$ cat config.mk
export PLATFORM = sky130hd
export DESIGN_NAME = sparse_code_soft_threshold_update
export DESIGN_NICKNAME = d
export VERILOG_FILES = /design/src/rtl/core/scstu_pkg.sv /design/src/rtl/core/scstu_accum.sv /design/src/rtl/core/scstu_update.sv /design/src/rtl/core/sparse_code_soft_threshold_update.sv
export SDC_FILE = /design/constraint.sdc
export NUM_CORES = 2
export LEC_CHECK = 0
export ABC_AREA = 1
export BUFFER_PORTS_ARGS = -buffer_cell sky130_fd_sc_hd__buf_4
export CAP_MARGIN = 10
export CELL_PAD_IN_SITES_DETAIL_PLACEMENT = 1
export CELL_PAD_IN_SITES_GLOBAL_PLACEMENT = 1
export CORE_UTILIZATION = 46
export DETAILED_ROUTE_END_ITERATION = 12
export PLACE_DENSITY_LB_ADDON = 0.08
export SYNTH_ARGS = -nofsm -noshare
export SYNTH_HDL_FRONTEND = slang
export SYNTH_HIERARCHICAL = 1
export SYNTH_SLANG_ARGS = --single-unit
$ cat constraint.sdc
create_clock -name clk -period 8 [get_ports clk]
set_input_delay 0.4 -clock clk [delete_from_list [all_inputs] [get_ports clk]]
set_output_delay 0.4 -clock clk [all_outputs]
set_load 0.01 [all_outputs]
$ cat src/rtl/core/scstu_pkg.sv
// Shared widths, reset values and register codes for the soft-threshold update block.
`timescale 1ns / 1ps

package scstu_pkg;

  // Default parameter values.
  localparam int FRAC_BITS_DEF = 12;
  localparam int ACC_WIDTH_DEF = 40;

  // Fixed field widths.
  localparam int VAL_W  = 16;
  localparam int GAIN_W = 16;
  localparam int PROD_W = 32;
  localparam int OUT_W  = 14;

  // The gradient term magnitude is capped at 2^22 raw units.
  localparam int GRAD_CAP_W = 23;
  localparam logic [GRAD_CAP_W-1:0] GRAD_CAP = 23'h400000;

  // Width of the pre-threshold sum prior + grad - decay term.
  localparam int X_W = 26;

  // Configuration register reset values.
  localparam logic [GAIN_W-1:0] STEP_SIZE_RST    = 16'd6554;
  localparam logic [GAIN_W-1:0] HIDDEN_DECAY_RST = 16'd0;

  // Configuration register indexes.
  localparam int CFG_INDEX_W = 1;
  typedef enum logic [CFG_INDEX_W-1:0] {
    REG_STEP_SIZE    = 1'b0,
    REG_HIDDEN_DECAY = 1'b1
  } cfg_reg_t;

endpackage

$ cat src/rtl/core/scstu_accum.sv
// Input register, error-times-weight product stage and saturating dot accumulator.
`timescale 1ns / 1ps

module scstu_accum #(
  parameter int ACC_WIDTH = scstu_pkg::ACC_WIDTH_DEF
) (
  input  logic                              clk,
  input  logic                              rst,
  input  logic                              in_valid,
  output logic                              in_ready,
  input  logic signed [scstu_pkg::VAL_W-1:0] error_term,
  input  logic signed [scstu_pkg::VAL_W-1:0] weight,
  input  logic signed [scstu_pkg::VAL_W-1:0] prior_state,
  input  logic [scstu_pkg::VAL_W-1:0]        unit_boost,
  input  logic                              last_term,
  output logic                              sum_valid,
  input  logic                              sum_ready,
  output logic [ACC_WIDTH-1:0]              sum,
  output logic [scstu_pkg::VAL_W-1:0]        sum_prior,
  output logic [scstu_pkg::VAL_W-1:0]        sum_boost
);

  // Input stage.
  logic                               v1;
  logic signed [scstu_pkg::VAL_W-1:0] e1;
  logic signed [scstu_pkg::VAL_W-1:0] w1;
  logic [scstu_pkg::VAL_W-1:0]        prior1;
  logic [scstu_pkg::VAL_W-1:0]        boost1;
  logic                               last1;

  // Product stage.
  logic                                v2;
  logic signed [scstu_pkg::PROD_W-1:0] prod2;
  logic [scstu_pkg::VAL_W-1:0]         prior2;
  logic [scstu_pkg::VAL_W-1:0]         boost2;
  logic                                last2;

  logic [ACC_WIDTH-1:0] acc;

  logic                                rdy1;
  logic                                rdy2;
  logic                                go2;
  logic signed [scstu_pkg::PROD_W-1:0] prod_next;
  logic [ACC_WIDTH:0]                  acc_ext;
  logic [ACC_WIDTH:0]                  prod_ext;
  logic [ACC_WIDTH:0]                  sum_ext;
  logic [ACC_WIDTH-1:0]                sum_sat;

  // Non-last terms are absorbed by the accumulator and never wait downstream.
  assign rdy2     = !v2 || !last2 || sum_ready;
  assign go2      = v2 && (!last2 || sum_ready);
  assign rdy1     = !v1 || rdy2;
  assign in_ready = rdy1;

  assign prod_next = e1 * w1;

  // Saturating add of the current product to the running sum.
  always_comb begin
    acc_ext  = {acc[ACC_WIDTH-1], acc};
    prod_ext = {{(ACC_WIDTH + 1 - scstu_pkg::PROD_W){prod2[scstu_pkg::PROD_W-1]}}, prod2};
    sum_ext  = acc_ext + prod_ext;
    if (sum_ext[ACC_WIDTH] != sum_ext[ACC_WIDTH-1]) begin
      sum_sat = sum_ext[ACC_WIDTH] ? {1'b1, {(ACC_WIDTH-1){1'b0}}}
                                   : {1'b0, {(ACC_WIDTH-1){1'b1}}};
    end else begin
      sum_sat = sum_ext[ACC_WIDTH-1:0];
    end
  end

  assign sum_valid = v2 && last2;
  assign sum       = sum_sat;
  assign sum_prior = prior2;
  assign sum_boost = boost2;

  // Stage valid bits and the accumulator.
  always_ff @(posedge clk) begin
    if (rst) begin
      v1  <= 1'b0;
      v2  <= 1'b0;
      acc <= '0;
    end else begin
      if (rdy1) begin
        v1 <= in_valid;
      end
      if (rdy2) begin
        v2 <= v1;
      end
      if (go2) begin
        acc <= last2 ? '0 : sum_sat;
      end
    end
  end

  // Stage payloads.
  always_ff @(posedge clk) begin
    if (in_valid && rdy1) begin
      e1     <= error_term;
      w1     <= weight;
      prior1 <= prior_state;
      boost1 <= unit_boost;
      last1  <= last_term;
    end
    if (v1 && rdy2) begin
      prod2  <= prod_next;
      prior2 <= prior1;
      boost2 <= boost1;
      last2  <= last1;
    end
  end

endmodule

$ cat src/rtl/core/scstu_update.sv
// Gain products, soft threshold, clamp and output register for one finished unit.
`timescale 1ns / 1ps

module scstu_update #(
  parameter int FRAC_BITS = scstu_pkg::FRAC_BITS_DEF,
  parameter int ACC_WIDTH = scstu_pkg::ACC_WIDTH_DEF
) (
  input  logic                               clk,
  input  logic                               rst,
  input  logic [scstu_pkg::GAIN_W-1:0]       step_size,
  input  logic [scstu_pkg::GAIN_W-1:0]       hidden_decay,
  input  logic                               sum_valid,
  output logic                               sum_ready,
  input  logic [ACC_WIDTH-1:0]               sum,
  input  logic [scstu_pkg::VAL_W-1:0]        sum_prior,
  input  logic [scstu_pkg::VAL_W-1:0]        sum_boost,
  output logic                               out_valid,
  input  logic                               out_ready,
  output logic [scstu_pkg::OUT_W-1:0]        new_state
);

  localparam int QSW = ACC_WIDTH - FRAC_BITS;
  localparam int QW  = (QSW > scstu_pkg::GRAD_CAP_W) ? QSW : scstu_pkg::GRAD_CAP_W;
  localparam int XW  = scstu_pkg::X_W;
  localparam int VW  = scstu_pkg::VAL_W;
  localparam int GW  = scstu_pkg::GAIN_W;

  // Sum stage.
  logic                 v3;
  logic [ACC_WIDTH-1:0] sum3;
  logic [VW-1:0]        prior3;
  logic [VW-1:0]        boost3;

  // Product stage.
  logic                               v4;
  logic [scstu_pkg::GRAD_CAP_W-1:0]   q_mag4;
  logic                               q_neg4;
  logic [VW:0]                        dp_mag4;
  logic [VW-1:0]                      prior4;
  logic [VW-1:0]                      th4;

  logic rdy4;
  logic rdy5;

  logic [ACC_WIDTH-1:0]             sum_mag;
  logic [ACC_WIDTH+GW-1:0]          q_full;
  logic [QW-1:0]                    q_wide;
  logic [scstu_pkg::GRAD_CAP_W-1:0] q_sat;
  logic [VW:0]                      prior_ext;
  logic [VW:0]                      prior_mag;
  logic [VW+GW:0]                   dp_full;
  logic [VW+GW-1:0]                 th_full;

  logic [XW-1:0]                    p_x;
  logic [XW-1:0]                    q_x;
  logic [XW-1:0]                    d_x;
  logic [XW-1:0]                    x;
  logic [XW-1:0]                    ax;
  logic [XW-1:0]                    m;
  logic [XW-1:0]                    one;
  logic [XW-1:0]                    mag;
  logic [XW-1:0]                    res;

  // Handshake between stages.
  assign rdy5      = !out_valid || out_ready;
  assign rdy4      = !v4 || rdy5;
  assign sum_ready = !v3 || rdy4;

  // Magnitude products; each is truncated on its magnitude.
  always_comb begin
    sum_mag   = sum3[ACC_WIDTH-1] ? ('0 - sum3) : sum3;
    q_full    = (ACC_WIDTH+GW)'(sum_mag) * (ACC_WIDTH+GW)'(step_size);
    q_wide    = QW'(q_full[ACC_WIDTH+GW-1:FRAC_BITS+GW]);
    q_sat     = (q_wide > QW'(scstu_pkg::GRAD_CAP)) ? scstu_pkg::GRAD_CAP
                                                    : q_wide[scstu_pkg::GRAD_CAP_W-1:0];
    prior_ext = {prior3[VW-1], prior3};
    prior_mag = prior3[VW-1] ? ((VW+1)'(0) - prior_ext) : prior_ext;
    dp_full   = (VW+GW+1)'(prior_mag) * (VW+GW+1)'(hidden_decay);
    th_full   = (VW+GW)'(boost3) * (VW+GW)'(step_size);
  end

  // Update, shrink toward zero, clamp to one.
  always_comb begin
    p_x = {{(XW-VW){prior4[VW-1]}}, prior4};
    q_x = {{(XW-scstu_pkg::GRAD_CAP_W){1'b0}}, q_mag4};
    if (q_neg4) begin
      q_x = '0 - q_x;
    end
    d_x = {{(XW-VW-1){1'b0}}, dp_mag4};
    if (prior4[VW-1]) begin
      d_x = '0 - d_x;
    end
    x   = p_x + q_x - d_x;
    ax  = x[XW-1] ? ('0 - x) : x;
    m   = ax - {{(XW-VW){1'b0}}, th4};
    one = XW'(1) << FRAC_BITS;
    if (m[XW-1]) begin
      mag = '0;
    end else if (m > one) begin
      mag = one;
    end else begin
      mag = m;
    end
    res = (!x[XW-1] && (x != '0)) ? mag : ('0 - mag);
  end

  // Stage valid bits.
  always_ff @(posedge clk) begin
    if (rst) begin
      v3        <= 1'b0;
      v4        <= 1'b0;
      out_valid <= 1'b0;
    end else begin
      if (sum_ready) begin
        v3 <= sum_valid;
      end
      if (rdy4) begin
        v4 <= v3;
      end
      if (rdy5) begin
        out_valid <= v4;
      end
    end
  end

  // Stage payloads.
  always_ff @(posedge clk) begin
    if (sum_valid && sum_ready) begin
      sum3   <= sum;
      prior3 <= sum_prior;
      boost3 <= sum_boost;
    end
    if (v3 && rdy4) begin
      q_mag4  <= q_sat;
      q_neg4  <= sum3[ACC_WIDTH-1];
      dp_mag4 <= dp_full[VW+GW:GW];
      prior4  <= prior3;
      th4     <= th_full[VW+GW-1:GW];
    end
    if (v4 && rdy5) begin
      new_state <= res[scstu_pkg::OUT_W-1:0];
    end
  end

endmodule

$ cat src/rtl/core/sparse_code_soft_threshold_update.sv
// Top level of the soft-threshold state update for one sparse-coder hidden unit.
//
//   channel  direction  handshake              payload
//   in       input      in_valid / in_ready    error_term, weight, prior_state,
//                                              unit_boost, last_term
//   out      output     out_valid / out_ready  new_state
//   cfg      input      cfg_valid / cfg_ready  cfg_index, cfg_data
//
// One connection term is accepted per cycle while in_ready is high; the dot
// accumulator adds one product per cycle unless a stalled last term holds it.
// A result passes a five-stage pipeline (input, product, sum, gain products, output).
// Reset clears all stage valid bits and the accumulator, and loads the gain
// registers with their reset values.
// A stalled result holds the output register; earlier stages keep filling until
// a stage with no free slot is reached. A non-last term in the product stage never
// waits on the output side, but a stalled last term there holds back the terms
// behind it.
`timescale 1ns / 1ps

module sparse_code_soft_threshold_update #(
  parameter int FRAC_BITS = scstu_pkg::FRAC_BITS_DEF,
  parameter int ACC_WIDTH = scstu_pkg::ACC_WIDTH_DEF
) (
  input  logic                                  clk,
  input  logic                                  rst,
  input  logic                                  in_valid,
  output logic                                  in_ready,
  input  logic signed [scstu_pkg::VAL_W-1:0]    error_term,
  input  logic signed [scstu_pkg::VAL_W-1:0]    weight,
  input  logic signed [scstu_pkg::VAL_W-1:0]    prior_state,
  input  logic [scstu_pkg::VAL_W-1:0]           unit_boost,
  input  logic                                  last_term,
  output logic                                  out_valid,
  input  logic                                  out_ready,
  output logic signed [scstu_pkg::OUT_W-1:0]    new_state,
  input  logic                                  cfg_valid,
  output logic                                  cfg_ready,
  input  logic [scstu_pkg::CFG_INDEX_W-1:0]     cfg_index,
  input  logic [scstu_pkg::GAIN_W-1:0]          cfg_data
);

  logic [scstu_pkg::GAIN_W-1:0] step_size;
  logic [scstu_pkg::GAIN_W-1:0] hidden_decay;

  logic                         sum_valid;
  logic                         sum_ready;
  logic [ACC_WIDTH-1:0]         sum;
  logic [scstu_pkg::VAL_W-1:0]  sum_prior;
  logic [scstu_pkg::VAL_W-1:0]  sum_boost;
  logic [scstu_pkg::OUT_W-1:0]  new_state_raw;

  // Gain registers accept a write transaction in every cycle.
  assign cfg_ready = 1'b1;

  always_ff @(posedge clk) begin
    if (rst) begin
      step_size    <= scstu_pkg::STEP_SIZE_RST;
      hidden_decay <= scstu_pkg::HIDDEN_DECAY_RST;
    end else if (cfg_valid) begin
      unique case (scstu_pkg::cfg_reg_t'(cfg_index))
        scstu_pkg::REG_STEP_SIZE:    step_size    <= cfg_data;
        scstu_pkg::REG_HIDDEN_DECAY: hidden_decay <= cfg_data;
        default: ;
      endcase
    end
  end

  // Term products and dot accumulation.
  scstu_accum #(
    .ACC_WIDTH (ACC_WIDTH)
  ) u_accum (
    .clk         (clk),
    .rst         (rst),
    .in_valid    (in_valid),
    .in_ready    (in_ready),
    .error_term  (error_term),
    .weight      (weight),
    .prior_state (prior_state),
    .unit_boost  (unit_boost),
    .last_term   (last_term),
    .sum_valid   (sum_valid),
    .sum_ready   (sum_ready),
    .sum         (sum),
    .sum_prior   (sum_prior),
    .sum_boost   (sum_boost)
  );

  // Gradient step, decay, soft threshold and clamp.
  scstu_update #(
    .FRAC_BITS (FRAC_BITS),
    .ACC_WIDTH (ACC_WIDTH)
  ) u_update (
    .clk          (clk),
    .rst          (rst),
    .step_size    (step_size),
    .hidden_decay (hidden_decay),
    .sum_valid    (sum_valid),
    .sum_ready    (sum_ready),
    .sum          (sum),
    .sum_prior    (sum_prior),
    .sum_boost    (sum_boost),
    .out_valid    (out_valid),
    .out_ready    (out_ready),
    .new_state    (new_state_raw)
  );

  assign new_state = signed'(new_state_raw);

endmodule
==> results.ini <==
[grt]
grtUsageMet1=0.3822
top_usage_layer=met2
antenna_found_initial=3
grt_pass1_vias=65620
grtUsageMet3=0.03414
grt.overflow.total=0
grt_util_all_layers=0.3164
grt_max_degree=74
grt_pass1_wl_mm=366.6
met2_usage=0.5713

[floorplan]
coreArea_um2=147500
dieArea_um2=150000
ioPinCount=104
die_h_um=387.2
row_count=141
initial_utilization=0.4629
die_w_um=387.2

[timing]
setup_slack_ns=-0.7221
finalMaxSlewViolations=0
fmax_mhz=114.7
fin_crit_ns=8.722
hold_violations=0
fin_worst_skew_ns=0.02885
rsz0062_at_grt=yes
slew_headroom=0.2135
tightest_slew_ns=1.180
hold-worst-slack_ns=0.08078
setup_viol=23
setup_tns_ns=-16.04
period_share=1.090

[layout]
drive_above_1_share=0.1405
nNetsFinal=10910
antenna_cells=0
multiInputGateArea_um2=50740
regArea_um2=10240
mostFrequentLayoutCell=nand2_1
layout_common_cells=nand2_1 (2133), inv_1 (2004), fa_1 (1192)
syn2layout_area_growth_pct=16.29
fill_cells=17890
fin_area_um2=79390

[critical_path]
r2r_cells=47
crit_buf_inv=13
path_depth=47
start_kind=register
arrival_ns=9.21
crit_fanout=7
crit_slowest_cell=fa_2
cp_data_required_time_ns=8.49
critPathTopFamily=adder cells
path_common_cell=nor3_2
slowest_delay_ns=0.59
setup.worst_path.class=reg -> reg
end_kind=register

[drt]
vias=57750
drtIter0Drc=2724
route.detailed.drc=0
viasPerCell=5.220
routed_wl_mm=235.1
ant_nets=0
dr.pass1.iters=5
wire_per_inst_um=21.25

[synthesis]
synth_area_um2=68270
syn_avg_cell_area_um2=8.008
synth_seq_cells=366
yosys.cell_types.count=62
yosysSeqAreaShare=0.1497
async_flop_share=0
synth_top_flop_cell=edfxtp_1
synth_edf_count=289
syn_inst=8525
yosys_warnings=6

[placed_design]
place_area_um2=75200
io_buffer_count=102
place_hpwl_mm=194.0
place_congestion=0.9487
pre_cts_slack_ns=-1.207

[clocking]
path_clk_slew_ns=0.06
cts_buffer_depth=3
numCtsBuffers=46
tritoncts=built
root_buffer=clkbuf_16
htreeDepth=2
cts_sinks=366
clock_latency_ns=0.65

[hold_path]
hold_class=in -> reg
hold_depth=3

[run_status]
violations=setup timing
status=finished, violations left

[job]
drv_cap=0

worst min-delay path: cells and delay by family:
family | cells | cell delay [ns]
simple gates | 2 | 0.15
buf+inv | 1 | 0.13
final cells by class:
| class | instances | share of cell area |
|---|---|---|
| timing repair buffer | 818 | 0.08386 |
| tap | 1930 | 0.03042 |
| clock inverter | 30 | 0.004460 |
| sequential | 366 | 0.1289 |
| multi-input combinational | 5808 | 0.6391 |
| inverter | 2057 | 0.09754 |
| clock buffer | 55 | 0.01570 |
synthesized netlist by cell type (16+ instances only):
master    instances  area share
nand2_1        2187        0.12
inv_1          2034        0.11
fa_1           1208        0.35
nor2_1          609       0.033
ha_1            513       0.094
a21oi_1         307       0.023
edfxtp_1        289        0.13
clkbuf_1        269       0.015
nand3_1         219       0.016
xor2_1          147       0.019
o21ai_0         122      0.0089
dfxtp_1          77       0.023
xnor2_1          68      0.0087
nand4_1          64      0.0059
nor3_1           53      0.0039
or2_2            37      0.0034
a31oi_1          28      0.0026
nand2_2          27      0.0025
nor4_1           23      0.0021
nor2_2           21      0.0019
a21o_1           20      0.0022
inv_2            19      0.0010
o21bai_1         19      0.0021
o21a_1           16      0.0018
kinds of logic after synthesis:
logic type / Yosys count / synth area share
simple gates: 3277 / 0.1944
buf+inv: 2365 / 0.1318
fa+ha+maj: 1721 / 0.4482
xor+xnor: 217 / 0.02806
other cells: 3 / 0.0001649
flops: 366 / 0.1497
compound gates: 576 / 0.04758
what timing repair did:
item / 4_1_cts / 5_1_grt
endpoints found under the hold margin: 65 / 0
gates resized for setup: 129 / 214
setup buffers: 24 / 29
hold buffers: 65 / 0
cloned: 3 / 1
setup endpoints to repair: 32 / 47
pin swaps: 41 / 93
per-layer routing:
metal,vias to the layer above,routed length [um]
li1,26410,-
met1,29580,94230
met2,1305,119700
met3,457,9963
met4,2,11200
met5,-,13
final timing paths:
check / start / to / slack, ns
worst min-delay path: cfg_data[4] / step_size[4] / 0.08
worst max-delay path: u_update/sum3[0] / u_update/q_mag4[3] / -0.72
worst min register to register: u_accum/boost1[5] / u_accum/sum_boost[5] / 0.40
worst max register to register: u_update/sum3[0] / u_update/q_mag4[3] / -0.72
flip-flops by register name, indices dropped and copies added, names as in the netlist, 17 cells and up:
name / count
u_accum/acc: 40
u_update/sum3: 40
u_accum/prod2: 32
u_update/q_mag4: 23
u_update/dp_mag4: 17
through the flow:
stage          cells    util
6_report       11060  0.5383
4_1_cts        11040  0.5302
3_5_place_dp   10860  0.5099
5_1_grt        11060  0.5383
3_3_place_gp   10860  0.5099
2_1_floorplan   8539       -
Power is not shown: default switching activity piles up to over one toggle a cycle in this logic, so the estimate is an artifact.
